===== config.mk =====
export PLATFORM = sky130hd
export DESIGN_NAME = ftr_front
export DESIGN_NICKNAME = d
export VERILOG_FILES = /design/src/rtl/core/ftr_pkg.sv /design/src/rtl/core/ftr_front.sv
export SDC_FILE = /design/constraint.sdc
export NUM_CORES = 2
export LEC_CHECK = 0
export BUFFER_PORTS_ARGS = -buffer_cell sky130_fd_sc_hd__clkbuf_2
export CAP_MARGIN = 5
export CORE_ASPECT_RATIO = 1.5
export CORE_MARGIN = 10
export CORE_UTILIZATION = 65
export CTS_CLUSTER_SIZE = 30
export DETAILED_ROUTE_END_ITERATION = 10
export PLACE_DENSITY_LB_ADDON = 0.3
export SYNTH_ARGS = -nofsm -noshare
export SYNTH_HDL_FRONTEND = slang
export SYNTH_SLANG_ARGS = --single-unit

===== constraint.sdc =====
create_clock -name clk_i -period 13.3 [get_ports clk_i]
set_input_delay 2.66 -clock clk_i [delete_from_list [all_inputs] [get_ports clk_i]]
set_output_delay 2.66 -clock clk_i [all_outputs]
set_load 0.01 [all_outputs]

===== src/rtl/core/ftr_pkg.sv =====
// Shared types, constants and divider step functions of the fuzzy step and rate tuner.
// No dependencies; all other files in rtl/core refer to it by scoped names.
package ftr_pkg;

  localparam int unsigned FRONT_STAGES = 3;
  localparam int unsigned FDIV_STAGES  = 17;
  localparam int unsigned DFZ_STAGES   = 3;
  localparam int unsigned DDIV_STAGES  = 16;
  localparam int unsigned NUM_STAGES   = FRONT_STAGES + FDIV_STAGES + DFZ_STAGES + DDIV_STAGES;
  localparam int unsigned FDIV_BASE    = FRONT_STAGES;
  localparam int unsigned DFZ_BASE     = FRONT_STAGES + FDIV_STAGES;

  localparam logic [47:0] DELTA_RATIOS_RST = 48'd168888421987123;
  localparam logic [47:0] ALPHA_LEVELS_RST = 48'd33423838154752;
  localparam logic [47:0] RATE_LEVELS_RST  = 48'd278665423912960;

  localparam logic [16:0] ONE_Q16       = 17'd65536;
  localparam logic [15:0] ALPHA_DEFAULT = 16'd4096;
  localparam logic [15:0] RATE_DEFAULT  = 16'd55706;

  typedef enum logic [1:0] {
    CFG_DELTA_RATIOS = 2'd0,
    CFG_ALPHA_LEVELS = 2'd1,
    CFG_RATE_LEVELS  = 2'd2
  } cfg_idx_e;

  // how the delta memberships are formed once the quotient is known
  typedef enum logic [2:0] {
    D_NONE     = 3'd0,
    D_SAME     = 3'd1,
    D_NEAR_DIV = 3'd2,
    D_FAR_DIV  = 3'd3,
    D_NEAR     = 3'd4,
    D_FAR      = 3'd5
  } dcase_e;

  typedef enum logic [1:0] {
    F_NONE   = 2'd0,
    F_SAME   = 2'd1,
    F_BETTER = 2'd2,
    F_WORSE  = 2'd3
  } fcase_e;

  typedef struct packed {
    dcase_e      dcase;
    fcase_e      fcase;
    logic [31:0] d_num;
    logic [31:0] d_den;
    logic [31:0] f_num;
    logic [31:0] f_den;
  } front_t;

  typedef struct packed {
    dcase_e      dcase;
    fcase_e      fcase;
    logic [16:0] d_quo;
    logic [16:0] f_quo;
  } frac_t;

  typedef struct packed {
    logic [31:0] rem;
    logic        bit_o;
  } fstep_t;

  typedef struct packed {
    logic [18:0] rem;
    logic        bit_o;
  } dstep_t;

  function automatic fstep_t fdiv_step(input logic [32:0] r_in, input logic [31:0] den);
    fstep_t      res;
    logic [32:0] diff;
    diff      = r_in - {1'b0, den};
    res.bit_o = (r_in >= {1'b0, den});
    res.rem   = res.bit_o ? diff[31:0] : r_in[31:0];
    return res;
  endfunction

  function automatic dstep_t ddiv_step(input logic [19:0] r_in, input logic [18:0] den);
    dstep_t      res;
    logic [19:0] diff;
    diff      = r_in - {1'b0, den};
    res.bit_o = (r_in >= {1'b0, den});
    res.rem   = res.bit_o ? diff[18:0] : r_in[18:0];
    return res;
  endfunction

  function automatic logic [16:0] max17(input logic [16:0] a, input logic [16:0] b);
    return (a > b) ? a : b;
  endfunction

endpackage


===== src/rtl/core/ftr_front.sv =====
// Front end: distances, span breakpoints and case classification (three stages).
// Depends on ftr_pkg.
module ftr_front (
  input  logic                    clk_i,
  input  logic [2:0]              en_i,
  input  logic [31:0]             cur_i,
  input  logic [31:0]             prev_i,
  input  logic [31:0]             best_i,
  input  logic [31:0]             worst_i,
  input  logic [47:0]             delta_ratios_i,
  output ftr_pkg::front_t         front_o
);

  logic [32:0] diff_bc, diff_bw, diff_cp;
  logic [32:0] neg_bc, neg_bw, neg_cp;
  logic [31:0] delta_d, span_d, ch_d;

  logic [31:0] delta0_q, span0_q, ch0_q;
  logic        neg0_q;

  logic [47:0] m0, m1, m2;
  logic [31:0] b0_q, b1_q, b2_q, delta1_q, span1_q, ch1_q;
  logic        neg1_q;

  ftr_pkg::front_t front_d, front_q;

  // stage 0: absolute differences
  always_comb begin
    diff_bc = {best_i[31], best_i} - {cur_i[31], cur_i};
    diff_bw = {best_i[31], best_i} - {worst_i[31], worst_i};
    diff_cp = {cur_i[31], cur_i} - {prev_i[31], prev_i};
    neg_bc  = 33'd0 - diff_bc;
    neg_bw  = 33'd0 - diff_bw;
    neg_cp  = 33'd0 - diff_cp;
    delta_d = diff_bc[32] ? neg_bc[31:0] : diff_bc[31:0];
    span_d  = diff_bw[32] ? neg_bw[31:0] : diff_bw[31:0];
    ch_d    = diff_cp[32] ? neg_cp[31:0] : diff_cp[31:0];
  end

  always_ff @(posedge clk_i) begin
    if (en_i[0]) begin
      delta0_q <= delta_d;
      span0_q  <= span_d;
      ch0_q    <= ch_d;
      neg0_q   <= diff_cp[32];
    end
  end

  // stage 1: breakpoints as span fractions
  always_comb begin
    m0 = 48'(delta_ratios_i[15:0])  * 48'(span0_q);
    m1 = 48'(delta_ratios_i[31:16]) * 48'(span0_q);
    m2 = 48'(delta_ratios_i[47:32]) * 48'(span0_q);
  end

  always_ff @(posedge clk_i) begin
    if (en_i[1]) begin
      b0_q     <= m0[47:16];
      b1_q     <= m1[47:16];
      b2_q     <= m2[47:16];
      delta1_q <= delta0_q;
      span1_q  <= span0_q;
      ch1_q    <= ch0_q;
      neg1_q   <= neg0_q;
    end
  end

  // stage 2: pick membership case and divider operands
  always_comb begin
    front_d.dcase = ftr_pkg::D_NONE;
    front_d.fcase = ftr_pkg::F_NONE;
    front_d.d_num = delta1_q - b0_q;
    front_d.d_den = b1_q - b0_q;
    front_d.f_num = ch1_q;
    front_d.f_den = span1_q;
    if (span1_q == 32'd0) begin
      front_d.dcase = ftr_pkg::D_SAME;
      front_d.fcase = ftr_pkg::F_SAME;
    end else begin
      if (delta1_q < b1_q) begin
        if (delta1_q < b0_q) begin
          front_d.dcase = ftr_pkg::D_SAME;
        end else begin
          front_d.dcase = ftr_pkg::D_NEAR_DIV;
        end
      end else if (delta1_q <= span1_q) begin
        if (delta1_q <= b2_q) begin
          front_d.d_num = delta1_q - b1_q;
          front_d.d_den = b2_q - b1_q;
          front_d.dcase = (b2_q == b1_q) ? ftr_pkg::D_NEAR : ftr_pkg::D_FAR_DIV;
        end else begin
          front_d.dcase = ftr_pkg::D_FAR;
        end
      end
      if (ch1_q == 32'd0) begin
        front_d.fcase = ftr_pkg::F_SAME;
      end else if (ch1_q <= span1_q) begin
        front_d.fcase = neg1_q ? ftr_pkg::F_BETTER : ftr_pkg::F_WORSE;
      end
    end
  end

  always_ff @(posedge clk_i) begin
    if (en_i[2]) begin
      front_q <= front_d;
    end
  end

  assign front_o = front_q;

endmodule


# Yosys cells after proc, flatten, opt, wreduce, memory -nomap -nowiden
# Index checks and enable logic that the tools add are counted.
[classes]
multipliers = 3
bitwise = 1
reduce_logical = 4
muxes = 14
n_addsub = 10
order_cmp = 5
eq_ne = 1
[ops]
columns = ["cell", "n"]
rows = [
  ["64-bit 2-to-1 mux", 4],
  ["16-bit by 32-bit multiplier with 48-bit output", 3],
  ["32-bit subtractor", 4],
  ["32-bit by 32-bit subtractor with 33-bit output", 3],
  ["32-bit <= comparator", 3],
  ["32-bit 2-to-1 mux", 3],
  ["1-bit by 32-bit subtractor with 32-bit output, first input constant", 3],
  ["32-bit logical NOT", 2],
  ["32-bit < comparator", 2],
  ["32-bit == test", 1],
  ["3-bit 2-to-1 mux", 4],
  ["3-bit OR reduction", 1],
  ["1-bit 2-to-1 mux", 2],
  ["2-bit 2-to-1 mux", 1],
  ["2-bit OR reduction", 1],
  ["1-bit inverter", 1],
]
[word_totals]
inputBits = 180
register_bits = 423
output_inout_bits = 133

# Logic depth before layout (Yosys ltp)
[logic_depth]
ltp_word = 5
ltp_mapped = 27

# Worst setup path before layout
# Ideal clock, no wire load.
[synth_path]
kind = "input-to-reg"
start = "in delta_ratios_i[17]"
end = "reg b1_q[21], data pin"
required_time_ns = 13.041
setup_slack_ns = 4.313
t_arrival_ns = 8.728
stages = 23
path_buffers = 1
setup_ns = 0.259
cell_sequence = "clkbuf_1 -> nand2_1 -> fa_1 -> fa_1 -> fa_1 -> inv_1 -> fa_1 -> fa_1 -> inv_1 -> fa_1 -> inv_1 -> ha_1 -> a21o_1 -> a21o_1 -> a21o_1 -> a2111o_1 -> nand4_1 -> a211oi_1 -> o311ai_0 -> o21ai_0 -> a21oi_1 -> nor2b_1 -> o31a_1"
[synth_between]
elab_chain_len = 1
[synth_rtl]
columns = ["item", "line", "rtl"]
rows = [
  ["start: declaration", "ftr_front.sv:10", "input logic [47:0] delta_ratios_i,"],
  ["16-bit by 32-bit multiplier with 48-bit output", "ftr_front.sv:52", "m1 = 48'(delta_ratios_i[31:16]) * 48'(span0_q);"],
  ["net m1[37]", "ftr_front.sv:21", "logic [47:0] m0, m1, m2;"],
  ["end signal: assignment", "ftr_front.sv:59", "b1_q <= m1[47:16];"],
  ["end: declaration", "ftr_front.sv:22", "logic [31:0] b0_q, b1_q, b2_q, delta1_q, span1_q, ch1_q;"],
]
# The timed path passes the listed nets, and every way through them passes these cells.
# A chain may end at the register's enable or synchronous reset.

# Final worst setup path
[layout_path]
start = "in delta_ratios_i[39]"
end = "reg b2_q[25], data pin"
[layout_between]
elab_chain_len = 1
[layout_rtl]
columns = ["item", "line", "rtl"]
rows = [
  ["16-bit by 32-bit multiplier with 48-bit output", "ftr_front.sv:53", "m2 = 48'(delta_ratios_i[47:32]) * 48'(span0_q);"],
  ["net m2[41]", "ftr_front.sv:21", ""],
  ["end signal: assignment", "ftr_front.sv:60", "b2_q <= m2[47:16];"],
  ["end: declaration", "ftr_front.sv:22", ""],
]
# The timed path passes the listed nets, and every way through them passes these cells.

==> impl_results.md <==
* Worst Setup Path Type: primary input to flop
* Rel. slew slack at 7.64%
* Antenna viol nets, final at 0
* Post-Synthesis Cells at 8213
* Final setup viols at 0
* Vias at 60000
* Critical path arrival at 10.42 ns
* Via density at 6.08
* Rows at 153
* R2R depth at 26
* Commonest non-fill, non-tap cell in the layout: inv_1
* Highest Clock Rate at 0.0994 GHz
* Total CTS buffers at 43
* Largest net degree at the start of global routing at 76
* Final slew viol count at 0
* Post-synthesis async set-or-reset flop share at 0%
* Netlist cell types at 99
* Latest clock arrival within the worst-skew pair at 0.63 ns
* Synth Flop Type: edfxtp_1
* Longest Clk Path Bufs at 3
* Reg clk slew, reported paths at 0.06 ns
* Cts hold-fix bufs at 0
* Post-Syn Nets at 10300
* Most frequent cells in the layout: inv_1 (1620), fa_1 (1258), nand2_1 (1102)
* Seq/Total Area, Yosys at 16.7%
* Vias in the first global route at 64500
* Yosys top cell by area: fa_1
* Yosys warning count at 0
* Syn Area/Cell at 9.26 sq um
* Pre-antenna DRT Iters at 6
* Worst hold-check path type: flop to flop
* Initial antenna violation count at 28
* Final GP Congestion at 1.17
* Die area at 131000 sq um
* Synthesized cell area at 76100 sq um
* Remaining Overflow, GRT at 0
* RSZ-0062 raised after global routing: no
* Status: finished, final reports clean
* Worst Tran Pin Value at 1.38 ns
* Area fraction of the dominant cell type after synthesis at 33.1%
* Worst setup EP type: flop
* Global-route wire length before repair at 361 mm
* CP Max Fanout at 32
* Die height at 439 microns
* Final WL at 237 mm
* Die width at 299 microns
* Max-cap violations at 0
* Input/output buffers at 312
* Setup bufs post-CTS at 0
* Hold Fails Final Rpt at 0
* CTS tree: built
* Core Footprint at 116000 sq um
* Wirelength per Cell at 24.0 microns
* DP HPWL at 182 mm
* Post-synthesis register bit count at 423
* Cts repair resizes at 0
* CP Launch Type: primary input
* Drc violations at 0
* EDFF count, synth at 423
* Starting density of the core at 65.6%
* TNS Setup at 0 ns
* Hold path cells at 0
* Nets at 10400
* Clock skew at 0.0381 ns
* Worst path required time at 13.66 ns
* Share of layout cells above drive strength 1 at 6.18%
* Total track usage at 36.2%
* Clk Tree Root Cell: clkbuf_16
* Leading post-synthesis cells by cell area: fa_1 (33%), edfxtp_1 (17%), ha_1 (11%), inv_1 (8.0%), nand2_1 (5.4%)
* Clock sink total at 423
* Crit path time final at 10.06 ns
* Iteration-0 DRC Markers at 4753
* IO Pins at 313
* H-tree depth at 2
* Area Growth Syn to Fin at 5.56%
* Period Utilization, post-route at 75.6%
## cell usage after synthesis, drive strengths merged, types with 19 or more instances
library cell	n
a211oi	30
and2	659
xnor2	214
nor2	216
o21a	51
a21oi	324
mux2i	20
buf	21
nor4	27
o21ai	194
edfxtp	423
a31oi	35
nand4	53
a21o	169
or3	20
ha	672
fa	1258
o31ai	38
clkbuf	334
nand3	83
inv	1620
nand2	1102
nand2b	46
o21bai	35
xor2	139
nor3	69
and3	28
nor3b	19
nor2b	64
## cell families after synthesis
logic type	count (synthesis)	synth area share, %
flops	423	16.7
fa+ha+maj	1930	44.2
buf+inv	1975	9.77
xor+xnor	353	4.07
compound gates	1057	9.10
simple gates	2446	15.8
mux	29	0.396
## state kept, by name, indices dropped and copies added, names as in the netlist
register and cells:
b0_q 32, b1_q 32, b2_q 32, ch0_q 32
ch1_q 32, delta0_q 32, delta1_q 32, front_o 133
neg0_q 1, neg1_q 1, span0_q 32, span1_q 32
## final timing paths
check / end / slack (ns) / start
hold / removal: delta1_q[29]$_DFFE_PP_ / 0.41 / delta0_q[29]$_DFFE_PP_
setup / recovery: b2_q[25]$_DFFE_PP_ / 3.24 / delta_ratios_i[39]
hold reg to reg: delta1_q[29]$_DFFE_PP_ / 0.41 / delta0_q[29]$_DFFE_PP_
setup reg to reg: b2_q[25]$_DFFE_PP_ / 4.43 / span0_q[1]$_DFFE_PP_
## per-layer routing
| layer | wire (microns) | GRT usage (%) | vias to the layer above |
|---|---|---|---|
| li1 | - | - | 26000 |
| met1 | 74200 | 37.3 | 29500 |
| met2 | 115000 | 61.0 | 3344 |
| met3 | 22500 | 8.97 | 1153 |
| met4 | 25100 | 32.0 | 26 |
| met5 | 168 | 0 | - |
## stage by stage
stage               util [%]  instance area (sq um)  hold slack (ns)  std cells  worst slack, ns
finish                  69.2                  80300            0.414       9877             3.24
global placement        67.9                  78700            0.403       9786             2.89
global route            69.2                  80300            0.425       9867             2.98
detailed placement      67.9                  78700            0.405       9786             2.77
floorplan                  -                  76100            0.400       8213             4.31
CTS                     69.2                  80300            0.413       9864             3.42
## final cells by class
class | instances | area [sq um]
Sequential cell | 423 | 12700
Antenna cell | 13 | 32.5
Clock buffer | 48 | 1090
Fill cell | 8960 | 35700
Timing Repair Buffer | 378 | 2070
Inverter | 1620 | 6080
Multi-Input combinational cell | 5815 | 55900
Tap cell | 1550 | 1940
Clock inverter | 30 | 427
## critical path, stage by stage
cell	delay (ns)
clkbuf_2	0.66
nand2_1	0.18
fa_1	0.58
inv_1	0.05
fa_1	0.49
fa_1	0.57
fa_1	0.44
fa_1	0.50
inv_1	0.05
fa_1	0.47
inv_1	0.05
ha_1	0.32
and3_1	0.22
a22oi_1	0.19
o21ai_0	0.14
a211oi_1	0.97
o31ai_1	0.40
a21oi_1	0.35
a2111oi_0	0.24
or2_2	0.37
a21oi_1	0.23
o21ai_0	0.13
xor2_1	0.15
Power is not shown: default switching activity piles up to over one toggle a cycle in this logic, so the estimate is an artifact.
